[src/hdl/stq_pkg.sv]
package stq_pkg;

    // Default sizing of the tree
    localparam int unsigned LEAVES_DEF      = 1024;
    localparam int unsigned VALUE_WIDTH_DEF = 32;

    // Field widths of the beats
    localparam int unsigned KIND_W   = 2;
    localparam int unsigned FIRST_W  = 10;
    localparam int unsigned END_W    = 11;
    localparam int unsigned NEWVAL_W = 32;
    localparam int unsigned ANSWER_W = 32;
    localparam int unsigned MODE_W   = 2;

    // Input tdata layout, lowest bit first
    localparam int unsigned FIRST_LSB  = 0;
    localparam int unsigned END_LSB    = FIRST_LSB + FIRST_W;
    localparam int unsigned NEWVAL_LSB = END_LSB + END_W;
    localparam int unsigned S_DATA_W   = ((NEWVAL_LSB + NEWVAL_W + 7) / 8) * 8;

    // Item kinds
    localparam logic [KIND_W-1:0] KIND_UPDATE = 2'd0;
    localparam logic [KIND_W-1:0] KIND_QUERY  = 2'd1;
    localparam logic [KIND_W-1:0] KIND_READ   = 2'd2;

    // Combining modes; the unused code behaves as the sum
    localparam logic [MODE_W-1:0] MODE_MIN = 2'd0;
    localparam logic [MODE_W-1:0] MODE_MAX = 2'd1;
    localparam logic [MODE_W-1:0] MODE_SUM = 2'd2;

    // Sequencer states
    typedef enum logic [2:0] {
        ST_CLEAR,
        ST_IDLE,
        ST_ULEAF,
        ST_UPD,
        ST_QTEST,
        ST_QLEFT,
        ST_QRIGHT,
        ST_EMIT
    } state_t;

endpackage

[src/hdl/stq_comb.sv]
module stq_comb #(
    parameter int unsigned VALUE_WIDTH = stq_pkg::VALUE_WIDTH_DEF
) (
    input  logic [stq_pkg::MODE_W-1:0] mode,
    input  logic [VALUE_WIDTH-1:0]     x,
    input  logic [VALUE_WIDTH-1:0]     y,
    output logic [VALUE_WIDTH-1:0]     z
);

    logic x_le_y;

    assign x_le_y = ($signed(x) <= $signed(y));

    // Select minimum, maximum or wrapping sum
    always_comb begin
        case (mode)
            stq_pkg::MODE_MIN: z = x_le_y ? x : y;
            stq_pkg::MODE_MAX: z = (x == y || !x_le_y) ? x : y;
            default:           z = x + y;
        endcase
    end

endmodule

[src/hdl/stq_ctrl.sv]
module stq_ctrl #(
    parameter int unsigned LEAVES      = stq_pkg::LEAVES_DEF,
    parameter int unsigned VALUE_WIDTH = stq_pkg::VALUE_WIDTH_DEF,
    parameter int unsigned ADDR_WIDTH  = $clog2(2 * LEAVES)
) (
    input  logic                            aclk,
    input  logic                            aresetn,
    input  logic                            cfg_we,
    input  logic [stq_pkg::MODE_W-1:0]      op_mode,
    input  logic                            s_tvalid,
    output logic                            s_tready,
    input  logic [stq_pkg::S_DATA_W-1:0]    s_tdata,
    input  logic [stq_pkg::KIND_W-1:0]      s_tuser,
    output logic                            m_tvalid,
    input  logic                            m_tready,
    output logic [stq_pkg::ANSWER_W-1:0]    m_tdata,
    output logic                            mem_we,
    output logic [ADDR_WIDTH-1:0]           mem_waddr,
    output logic [VALUE_WIDTH-1:0]          mem_wdata,
    output logic                            mem_re,
    output logic [ADDR_WIDTH-1:0]           mem_raddr,
    input  logic [VALUE_WIDTH-1:0]          mem_rdata,
    output stq_pkg::state_t                 state
);

    localparam int unsigned IW    = ADDR_WIDTH - 1;
    localparam int unsigned NODES = 2 * LEAVES - 1;
    localparam int unsigned BW    = (ADDR_WIDTH > stq_pkg::END_W) ? ADDR_WIDTH
                                                                  : stq_pkg::END_W;
    localparam logic [BW-1:0]         LEAVES_B   = BW'(LEAVES);
    localparam logic [ADDR_WIDTH-1:0] LEAF_BASE  = ADDR_WIDTH'(LEAVES - 1);
    localparam logic [ADDR_WIDTH-1:0] LAST_NODE  = ADDR_WIDTH'(NODES - 1);
    localparam logic [ADDR_WIDTH-1:0] ONE_A      = ADDR_WIDTH'(1);

    stq_pkg::state_t state_reg, state_next;

    logic [ADDR_WIDTH-1:0]         clr_reg, clr_next;
    logic [ADDR_WIDTH-1:0]         k_reg, k_next;
    logic [ADDR_WIDTH-1:0]         a_reg, a_next;
    logic [ADDR_WIDTH-1:0]         b_reg, b_next;
    logic [VALUE_WIDTH-1:0]        left_reg, left_next;
    logic [VALUE_WIDTH-1:0]        right_reg, right_next;
    logic [VALUE_WIDTH-1:0]        res_reg, res_next;
    logic                          out_valid_reg, out_valid_next;
    logic [stq_pkg::ANSWER_W-1:0]  out_data_reg, out_data_next;
    logic                          rd_pending_reg, rd_pending_next;

    logic [stq_pkg::FIRST_W-1:0]   in_first;
    logic [stq_pkg::END_W-1:0]     in_end;
    logic [stq_pkg::NEWVAL_W-1:0]  in_value;
    logic [BW-1:0]                 first_b, end_b;
    logic [ADDR_WIDTH-1:0]         first_sat, end_sat;
    logic [ADDR_WIDTH-1:0]         leaf_addr;
    logic [VALUE_WIDTH-1:0]        identity;
    logic [VALUE_WIDTH-1:0]        comb_x, comb_y, comb_z;
    logic [ADDR_WIDTH-1:0]         k_parent;
    logic [ADDR_WIDTH-1:0]         a_step, b_step, b_less;
    logic                          accept, a_lt_b, out_free;

    // Unpack the input beat
    assign in_first = s_tdata[stq_pkg::FIRST_LSB  +: stq_pkg::FIRST_W];
    assign in_end   = s_tdata[stq_pkg::END_LSB    +: stq_pkg::END_W];
    assign in_value = s_tdata[stq_pkg::NEWVAL_LSB +: stq_pkg::NEWVAL_W];

    // Saturate query bounds to the leaf count; wrap leaf indexes
    assign first_b   = BW'(in_first);
    assign end_b     = BW'(in_end);
    assign first_sat = (first_b > LEAVES_B) ? ADDR_WIDTH'(LEAVES) : ADDR_WIDTH'(first_b);
    assign end_sat   = (end_b > LEAVES_B) ? ADDR_WIDTH'(LEAVES) : ADDR_WIDTH'(end_b);
    assign leaf_addr = ADDR_WIDTH'(IW'(in_first)) + LEAF_BASE;

    // Identity of the current mode
    always_comb begin
        case (op_mode)
            stq_pkg::MODE_MIN: identity = {1'b0, {(VALUE_WIDTH-1){1'b1}}};
            stq_pkg::MODE_MAX: identity = {1'b1, {(VALUE_WIDTH-1){1'b0}}};
            default:           identity = '0;
        endcase
    end

    // Tree walking arithmetic
    assign k_parent = (k_reg - ONE_A) >> 1;
    assign b_less   = b_reg - ONE_A;
    assign a_step   = a_reg >> 1;
    assign b_step   = b_less >> 1;
    assign a_lt_b   = (a_reg < b_reg);
    assign accept   = s_tvalid && s_tready;
    assign out_free = !out_valid_reg || m_tready;

    // Shared combining unit and its operand selection
    always_comb begin
        case (state_reg)
            stq_pkg::ST_UPD,
            stq_pkg::ST_QLEFT:  begin comb_x = left_reg;  comb_y = mem_rdata; end
            stq_pkg::ST_QRIGHT: begin comb_x = mem_rdata; comb_y = right_reg; end
            default:            begin comb_x = left_reg;  comb_y = right_reg; end
        endcase
    end

    stq_comb #(
        .VALUE_WIDTH (VALUE_WIDTH)
    ) u_comb (
        .mode (op_mode),
        .x    (comb_x),
        .y    (comb_y),
        .z    (comb_z)
    );

    // Next state
    always_comb begin
        state_next = state_reg;
        unique case (state_reg)
            stq_pkg::ST_CLEAR: begin
                if (clr_reg == LAST_NODE) state_next = stq_pkg::ST_IDLE;
            end
            stq_pkg::ST_IDLE: begin
                if (s_tvalid) begin
                    case (s_tuser)
                        stq_pkg::KIND_UPDATE: state_next = stq_pkg::ST_ULEAF;
                        stq_pkg::KIND_QUERY:  state_next = stq_pkg::ST_QTEST;
                        // a point read waits for the store's registered read, then emits
                        stq_pkg::KIND_READ:   state_next = stq_pkg::ST_EMIT;
                        default:              state_next = stq_pkg::ST_IDLE;
                    endcase
                end
            end
            stq_pkg::ST_ULEAF: state_next = stq_pkg::ST_UPD;
            stq_pkg::ST_UPD: begin
                if (k_parent == '0) state_next = stq_pkg::ST_IDLE;
            end
            stq_pkg::ST_QTEST: begin
                if (!a_lt_b)        state_next = stq_pkg::ST_EMIT;
                else if (!a_reg[0]) state_next = stq_pkg::ST_QLEFT;
                else if (!b_reg[0]) state_next = stq_pkg::ST_QRIGHT;
            end
            stq_pkg::ST_QLEFT: begin
                state_next = b_reg[0] ? stq_pkg::ST_QTEST : stq_pkg::ST_QRIGHT;
            end
            stq_pkg::ST_QRIGHT: state_next = stq_pkg::ST_QTEST;
            stq_pkg::ST_EMIT: begin
                if (out_free) state_next = stq_pkg::ST_IDLE;
            end
            default: state_next = stq_pkg::ST_CLEAR;
        endcase
        if (cfg_we) state_next = stq_pkg::ST_CLEAR;
    end

    // Store ports and datapath registers
    always_comb begin
        mem_we          = 1'b0;
        mem_waddr       = k_reg;
        mem_wdata       = left_reg;
        mem_re          = 1'b0;
        mem_raddr       = a_reg;
        clr_next        = clr_reg;
        k_next          = k_reg;
        a_next          = a_reg;
        b_next          = b_reg;
        left_next       = left_reg;
        right_next      = right_reg;
        res_next        = res_reg;
        out_valid_next  = out_valid_reg && !m_tready;
        out_data_next   = out_data_reg;
        rd_pending_next = rd_pending_reg;

        unique case (state_reg)
            stq_pkg::ST_CLEAR: begin
                mem_we    = 1'b1;
                mem_waddr = clr_reg;
                mem_wdata = identity;
                clr_next  = clr_reg + ONE_A;
            end
            stq_pkg::ST_IDLE: begin
                k_next     = leaf_addr;
                a_next     = first_sat + LEAF_BASE;
                b_next     = end_sat + LEAF_BASE;
                right_next = identity;
                left_next  = (s_tuser == stq_pkg::KIND_UPDATE)
                             ? VALUE_WIDTH'($signed(in_value)) : identity;
                // fetch the leaf for a point read
                mem_re          = accept && (s_tuser == stq_pkg::KIND_READ);
                mem_raddr       = leaf_addr;
                rd_pending_next = accept && (s_tuser == stq_pkg::KIND_READ);
            end
            stq_pkg::ST_ULEAF: begin
                // write the leaf and fetch its sibling
                mem_we    = 1'b1;
                mem_waddr = k_reg;
                mem_wdata = left_reg;
                mem_re    = 1'b1;
                mem_raddr = k_reg[0] ? k_reg + ONE_A : k_reg - ONE_A;
            end
            stq_pkg::ST_UPD: begin
                // rebuild the parent, fetch the parent's sibling
                mem_we    = 1'b1;
                mem_waddr = k_parent;
                mem_wdata = comb_z;
                left_next = comb_z;
                k_next    = k_parent;
                mem_re    = (k_parent != '0);
                mem_raddr = k_parent[0] ? k_parent + ONE_A : k_parent - ONE_A;
            end
            stq_pkg::ST_QTEST: begin
                if (!a_lt_b) begin
                    res_next = comb_z;
                end else if (!a_reg[0]) begin
                    mem_re    = 1'b1;
                    mem_raddr = a_reg;
                end else if (!b_reg[0]) begin
                    mem_re    = 1'b1;
                    mem_raddr = b_less;
                end else begin
                    a_next = a_step;
                    b_next = b_step;
                end
            end
            stq_pkg::ST_QLEFT: begin
                left_next = comb_z;
                if (!b_reg[0]) begin
                    mem_re    = 1'b1;
                    mem_raddr = b_less;
                end else begin
                    a_next = a_step;
                    b_next = b_step;
                end
            end
            stq_pkg::ST_QRIGHT: begin
                right_next = comb_z;
                a_next     = a_step;
                b_next     = b_step;
            end
            stq_pkg::ST_EMIT: begin
                // a point read takes the leaf held on the store's read port
                if (out_free) begin
                    out_valid_next = 1'b1;
                    out_data_next  = rd_pending_reg
                                     ? stq_pkg::ANSWER_W'($signed(mem_rdata))
                                     : stq_pkg::ANSWER_W'($signed(res_reg));
                end
            end
            default: ;
        endcase

        if (cfg_we) clr_next = '0;
    end

    always_ff @(posedge aclk) begin
        if (!aresetn) begin
            state_reg      <= stq_pkg::ST_CLEAR;
            clr_reg        <= '0;
            out_valid_reg  <= 1'b0;
            rd_pending_reg <= 1'b0;
        end else begin
            state_reg      <= state_next;
            clr_reg        <= clr_next;
            out_valid_reg  <= out_valid_next;
            rd_pending_reg <= rd_pending_next;
        end
    end

    always_ff @(posedge aclk) begin
        k_reg        <= k_next;
        a_reg        <= a_next;
        b_reg        <= b_next;
        left_reg     <= left_next;
        right_reg    <= right_next;
        res_reg      <= res_next;
        out_data_reg <= out_data_next;
    end

    assign s_tready = (state_reg == stq_pkg::ST_IDLE);
    assign m_tvalid = out_valid_reg;
    assign m_tdata  = out_data_reg;
    assign state    = state_reg;

endmodule

[config.mk]
export PLATFORM = sky130hd
export DESIGN_NAME = stq_ctrl
export DESIGN_NICKNAME = d
export VERILOG_FILES = /design/src/hdl/stq_pkg.sv /design/src/hdl/stq_comb.sv /design/src/hdl/stq_ctrl.sv
export SDC_FILE = /design/constraint.sdc
export NUM_CORES = 1
export LEC_CHECK = 0
export ABC_AREA = 1
export BUFFER_PORTS_ARGS = -buffer_cell sky130_fd_sc_hd__buf_2
export CAP_MARGIN = 5
export CELL_PAD_IN_SITES_DETAIL_PLACEMENT = 1
export CELL_PAD_IN_SITES_GLOBAL_PLACEMENT = 1
export CORE_MARGIN = 5
export CORE_UTILIZATION = 47
export DETAILED_ROUTE_END_ITERATION = 16
export PLACE_DENSITY_LB_ADDON = 0.1
export RECOVER_POWER = 50
export SLEW_MARGIN = 20
export SYNTH_ARGS = -nofsm -noshare
export SYNTH_HDL_FRONTEND = slang
export SYNTH_HIERARCHICAL = 1
export SYNTH_SLANG_ARGS = --single-unit
export TNS_END_PERCENT = 100
[constraint.sdc]
create_clock -name aclk -period 13.95 [get_ports aclk]
set_input_delay 2.79 -clock aclk [delete_from_list [all_inputs] [get_ports aclk]]
set_output_delay 2.79 -clock aclk [all_outputs]
set_load 0.02 [all_outputs]
Word-level counts from Yosys, hierarchy flattened
Cells that the tools add are included.
{"block": "classes", "addsub": 10, "n_mul": 0, "n_div": 0, "order_cmp": 4, "n_eq_ne": 21, "shift": 0, "muxes": 48, "n_bitwise": 2, "reduce_logical": 26}
{"operator": "$pmux 32 s2", "count": 5}
{"operator": "$mux 32", "count": 6}
{"operator": "$mux 11", "count": 15}
{"operator": "$pmux 11 s4", "count": 2}
{"operator": "$pmux 11 s5", "count": 1}
{"operator": "$pmux 11 s2", "count": 2}
{"operator": "$add 32x32->32", "count": 1}
{"operator": "$eq 32x32->1", "count": 1}
{"operator": "$le 32x32->1", "count": 1}
{"operator": "$pmux 3 s8", "count": 1}
{"operator": "$add 11x1->11 const B", "count": 2}
{"operator": "$add 11x10->11 const B", "count": 2}
{"operator": "$sub 11x1->11 const B", "count": 2}
{"operator": "$mux 3", "count": 7}
{"operator": "$ne 2x2->1 const B", "count": 8}
{"operator": "$eq 3x3->1 const B", "count": 4}
{"operator": "$add 10x1->11 const B", "count": 1}
{"operator": "$add 10x10->11 const B", "count": 1}
{"operator": "$eq 11x11->1 const B", "count": 1}
{"operator": "$gt 10x11->1 const B", "count": 1}
{"operator": "$gt 11x11->1 const B", "count": 1}
{"operator": "$logic_not 11->1", "count": 1}
{"operator": "$lt 11x11->1", "count": 1}
{"operator": "$reduce_bool 11->1", "count": 1}
{"operator": "other kinds (23)", "count": 43}
{"block": "word_totals", "ff_bits": 177, "latchBits": 0, "ramBits": 0, "rom_bits": 0, "input_bits": 97, "elab_cells": 123, "mem_count": 0}

Depth between registers and ports, before layout
{"block": "logic_depth", "word_depth": 9, "depth_mapped": 29, "mapped_depth_nobuf": 26}

Hierarchy
Netlist, hierarchy kept.
{"module": "stq_ctrl", "instances": 1, "cells_each": 1364, "area_per_inst_um2": 11140.7, "seq_area_each_um2": 5154.9}
{"module": "stq_comb", "instances": 1, "cells_each": 815, "area_per_inst_um2": 4274.1, "seq_area_each_um2": 0.0}

Worst setup path before layout
OpenSTA, ideal clock, no wires.
{"block": "synth_path", "kind": "in2out", "start": "in mem_rdata[0]", "end": "out mem_wdata[18]", "arrival_ps": 5393, "required_ps": 11160, "slack_ps": 5767, "cell_stages": 16, "n_path_buf": 0, "cell_sequence": "inv_1 > o21ai_1 > ha_1 > inv_1 > fa_1 > inv_1 > nand2_1 > o21ai_0 > a21oi_1 > o21ai_0 > inv_1 > o211ai_1 > nand3_1 > nand3_1 > inv_1 > o211ai_1"}
{"block": "synth_between", "elab_chain_len": 7, "elab_cells_between_ends": 11}
{"item": "from (decl)", "line_no": "stq_ctrl.sv:22", "rtl": "input logic [VALUE_WIDTH-1:0] mem_rdata,"}
{"item": "$mux 32 (*)", "line_no": "stq_ctrl.sv:92", "rtl": "case (state_reg)"}
{"item": "net comb_y[0]", "line_no": "stq_ctrl.sv:55", "rtl": "logic [VALUE_WIDTH-1:0] comb_x, comb_y, comb_z;"}
{"item": "$le 32x32->1", "line_no": "stq_comb.sv:12", "rtl": "assign x_le_y = ($signed(x) <= $signed(y));"}
{"item": "$logic_not 1->1", "line_no": "stq_comb.sv:18", "rtl": "stq_pkg::MODE_MAX: z = (x == y || !x_le_y) ? x : y;"}
{"item": "$logic_or 1x1->1", "line_no": "stq_comb.sv:18"}
{"item": "$mux 32", "line_no": "stq_comb.sv:18"}
{"item": "$pmux 32 s2 (*)", "line_no": "stq_comb.sv:16", "rtl": "case (mode)"}
{"item": "net comb_z[18]", "line_no": "stq_ctrl.sv:55"}
{"item": "$pmux 32 s2 (*)", "line_no": "stq_ctrl.sv:166", "rtl": "unique case (state_reg)"}
{"item": "to (decl)", "line_no": "stq_ctrl.sv:19", "rtl": "output logic [VALUE_WIDTH-1:0] mem_wdata,"}
Mark *: on every way through the listed nets, which the timed path passes. The rest lies on a longest branch.

Worst setup path after layout
{"block": "layout_path", "start": "in mem_rdata[28]", "end": "out mem_wdata[12]"}
Same word-level chain as after synthesis.

==> results.yml <==
run_status:
  status: "finished with violations"
  failed_checks: "max-capacitance violations, max-slew violations"
cts:
  hold_buffers: 0
  ctsResizeCount: 0
  tritoncts: "done"
  htree_num_levels: 4
  clock_sinks: 177
  clock_latency_ns: 0.46
  cts_buffers: 17
  cts-root-buf: "clkbuf_16"
  ctsLongestPathBuffers: 2
  postCtsSetupBuffers: 0
  clk_pin_slew_ns: 0.07
synthesis:
  synth_compound_area_frac: 0.1623
  syn-num-nets: 2370
  ys_ff_latch: 177
  avgSynthCellArea_um2: 7.074
  muxShareOfSynthArea: 0
  yosysTopAreaCell: "edfxtp_1"
  synth.top_cells.by_count: "474 x nand2_1, 303 x inv_1, 219 x nand3_1"
  synth_top_family_by_area: "simple AND/OR/NAND/NOR gates"
  synthDistinctLibCells: 58
  ys_warn_count: 6
  synth_fa_ha_area_frac: 0.07727
  synth_xor_area_frac: 0.02102
  synth_cells: 2179
  synth_top_area_frac: 0.3136
  ys_seq_area_frac: 0.3344
  synthTopCellsByArea: "edfxtp_1 31%, nand2_1 12%, ha_1 7.5%"
  syn-cell-area_um2: 15410
  yosys.area_share.simple: 0.2933
  synth_enable_flop_cells: 161
  synth.most_common_cell: "nand2_1"
  ys.flop_type: "edfxtp_1"
  synthArstFlopShare: 0
layout:
  multiInputGateArea_um2: 8543
  final_nets: 2502
  fillers: 4277
  fin_cells: 2764
  syn2layout_area_growth_pct: 10.55
  n_antenna_cell: 0
  drive_gt1_frac: 0.1240
  final_area_um2: 17040
  seq_area_um2: 5156
timing:
  finClkSkew_ns: 0.005980
  hold_viol: 0
  slew_headroom: -0.7114
  finalCriticalPeriod_ns: 10.34
  setup_viol_count_final: 0
  drv_slew: 132
  tns_ns: 0
  rsz0062_at_grt: "no"
  fmax_mhz: 96.73
  min_period_over_period: 0.7411
  worstMarginPinSlew_ns: 2.567
  hold_slack_ns: 0.4819
setup_path:
  cp-start-kind: "input port"
  reg2reg_to: "right_reg[13]"
  critical_path_class: "input port to output port"
  r2r_cells: 22
  critical_path_required_ns: 11.16
  r2r_slack_ns: 7.34
  crit_fanout: 32
  crit_start: "mem_rdata[28]"
  r2r_start: "state[1]"
  crit_path_end_kind: "output port"
  crit_end: "mem_wdata[12]"
  arrival_ns: 7.55
drt:
  drt_pass1_iterations: 5
  drtAntennaViolNets: 0
  detail_route.wirelength.met1_um: 26860
  viasPerCell: 5.924
  met3_length_um: 3998
  wl_met2_um: 29280
  dr.max_layer_used: "met4"
  num_vias: 16370
  wire_per_inst_um: 22.37
  drt_iter0_drc: 1501
  drc: 0
  drt-total-wl_um: 61830
floorplanning:
  io-pin-count: 190
  row_count: 66
  core-area_um2: 32450
  dieArea_um2: 36520
  die_h_um: 191.1
  die_x_um: 191.1
  start_util: 0.4750
global_route:
  grt_max_degree: 101
  grt_pass1_vias: 17090
  grt-ovfl-total: 0
  grt_usage: 0.3337
  grt_pass1_wl_um: 94610
  antenna_found_initial: 0
place:
  dpl_cell_area_um2: 16570
  portBuffers: 186
  dp.cells: 2734
  hpwl_um: 46360
  finalWeightedCongestion: 0.9384
flow_run:
  cap_violations: 4
hold_path:
  min_path_cells: 2
  holdCritPathClass: "flip-flop to flip-flop"
power_and_ir_drop:
  p_total_w: 0.001157
  leakage_nw: 7.907
  p_per_area_nw_per_um2: 67.91
  ir_drop_mv: 0.08541
layout make-up:
type / instances / area share
inverter: 324 / 0.07166
sequential: 177 / 0.3026
timing repair buffer: 205 / 0.06116
clock inverter: 11 / 0.005433
tap: 442 / 0.03245
multi-input combinational: 1586 / 0.5013
clock buffer: 19 / 0.02540
power by group:
part | total [W] | switching [W] | internal (W) | leakage, nW
sequential | 0.000578 | 0.000000327 | 0.000577 | 1.56
clock | 0.000471 | 0.000229 | 0.000242 | 0.250
combinational | 0.000108 | 0.0000750 | 0.0000335 | 6.10
total | 0.00116 | 0.000304 | 0.000853 | 7.91
placed cells by master, fill, tap and decap left out, types with 3 or more instances in the layout:
cell,instances
inv_2,17
o22ai_1,18
buf_2,182
nand2_2,15
o21ai_1,45
nand3_2,4
or2_2,3
o21ai_0,125
nor4_1,3
inv_1,305
clkbuf_1,13
clkinvlp_4,3
nand3_1,218
nand2_1,474
a21o_1,5
clkbuf_16,17
xor2_1,30
a31oi_1,34
nand4_1,56
o221ai_1,12
o21bai_1,13
dfxtp_1,15
o21a_1,6
nor2_1,195
nor2_2,7
clkinv_2,3
nor2_4,9
ha_1,92
a21boi_0,6
xnor2_1,7
o211ai_1,36
a21oi_1,120
buf_4,12
nor3_1,24
edfxtp_1,161
stage by stage:
step | util | setup slack [ns]
2_1_floorplan | - | 5.767
3_3_place_gp | 0.5107 | 3.949
3_5_place_dp | 0.5107 | 3.868
4_1_cts | 0.5269 | 3.854
5_1_grt | 0.5251 | 3.427
6_report | 0.5251 | 3.612
logic make-up (layout without fill, tap and decap cells):
logic type / count (synthesis) / after routing
XOR/XNOR: 37 / 37
adder cells (fa/ha/maj): 94 / 94
AO/OA/AOI/OAI: 434 / 434
AND/OR/NAND/NOR: 1021 / 1021
buffers and inverters: 416 / 559
flip-flops: 177 / 177
worst min path at each step:
stage,from,to
global placement,rd_pending_reg,rd_pending_reg
global route,clr_reg[8],clr_reg[9]
CTS,clr_reg[8],clr_reg[9]
detailed placement,rd_pending_reg,rd_pending_reg
floorplan,clr_reg[9],clr_reg[9]
finish,rd_pending_reg,rd_pending_reg
critical path, stage by stage:
cell and delay (ns):
clkbuf_1 0.16, inv_1 0.10, o21ai_1 0.23, inv_1 0.12, ha_1 0.35, inv_1 0.11, nor3_2 0.26, nand2_1 0.15
nor3b_2 0.30, nand2_1 0.24, nand3_2 0.11, buf_4 0.39, nand3_2 0.83, nand2_1 0.25, nand3_1 0.12, nand3_1 0.31
inv_1 0.10, o211ai_1 0.35, buf_2 0.24
per-layer routing:
metal  global-route usage  vias to the layer above
met4               0.1064                        0
met1               0.4457                     8057
met2               0.5556                      601
met3              0.05497                      108
met5                    0                        -
li1                     -                     7608
Power figures use the tool's default switching activity.
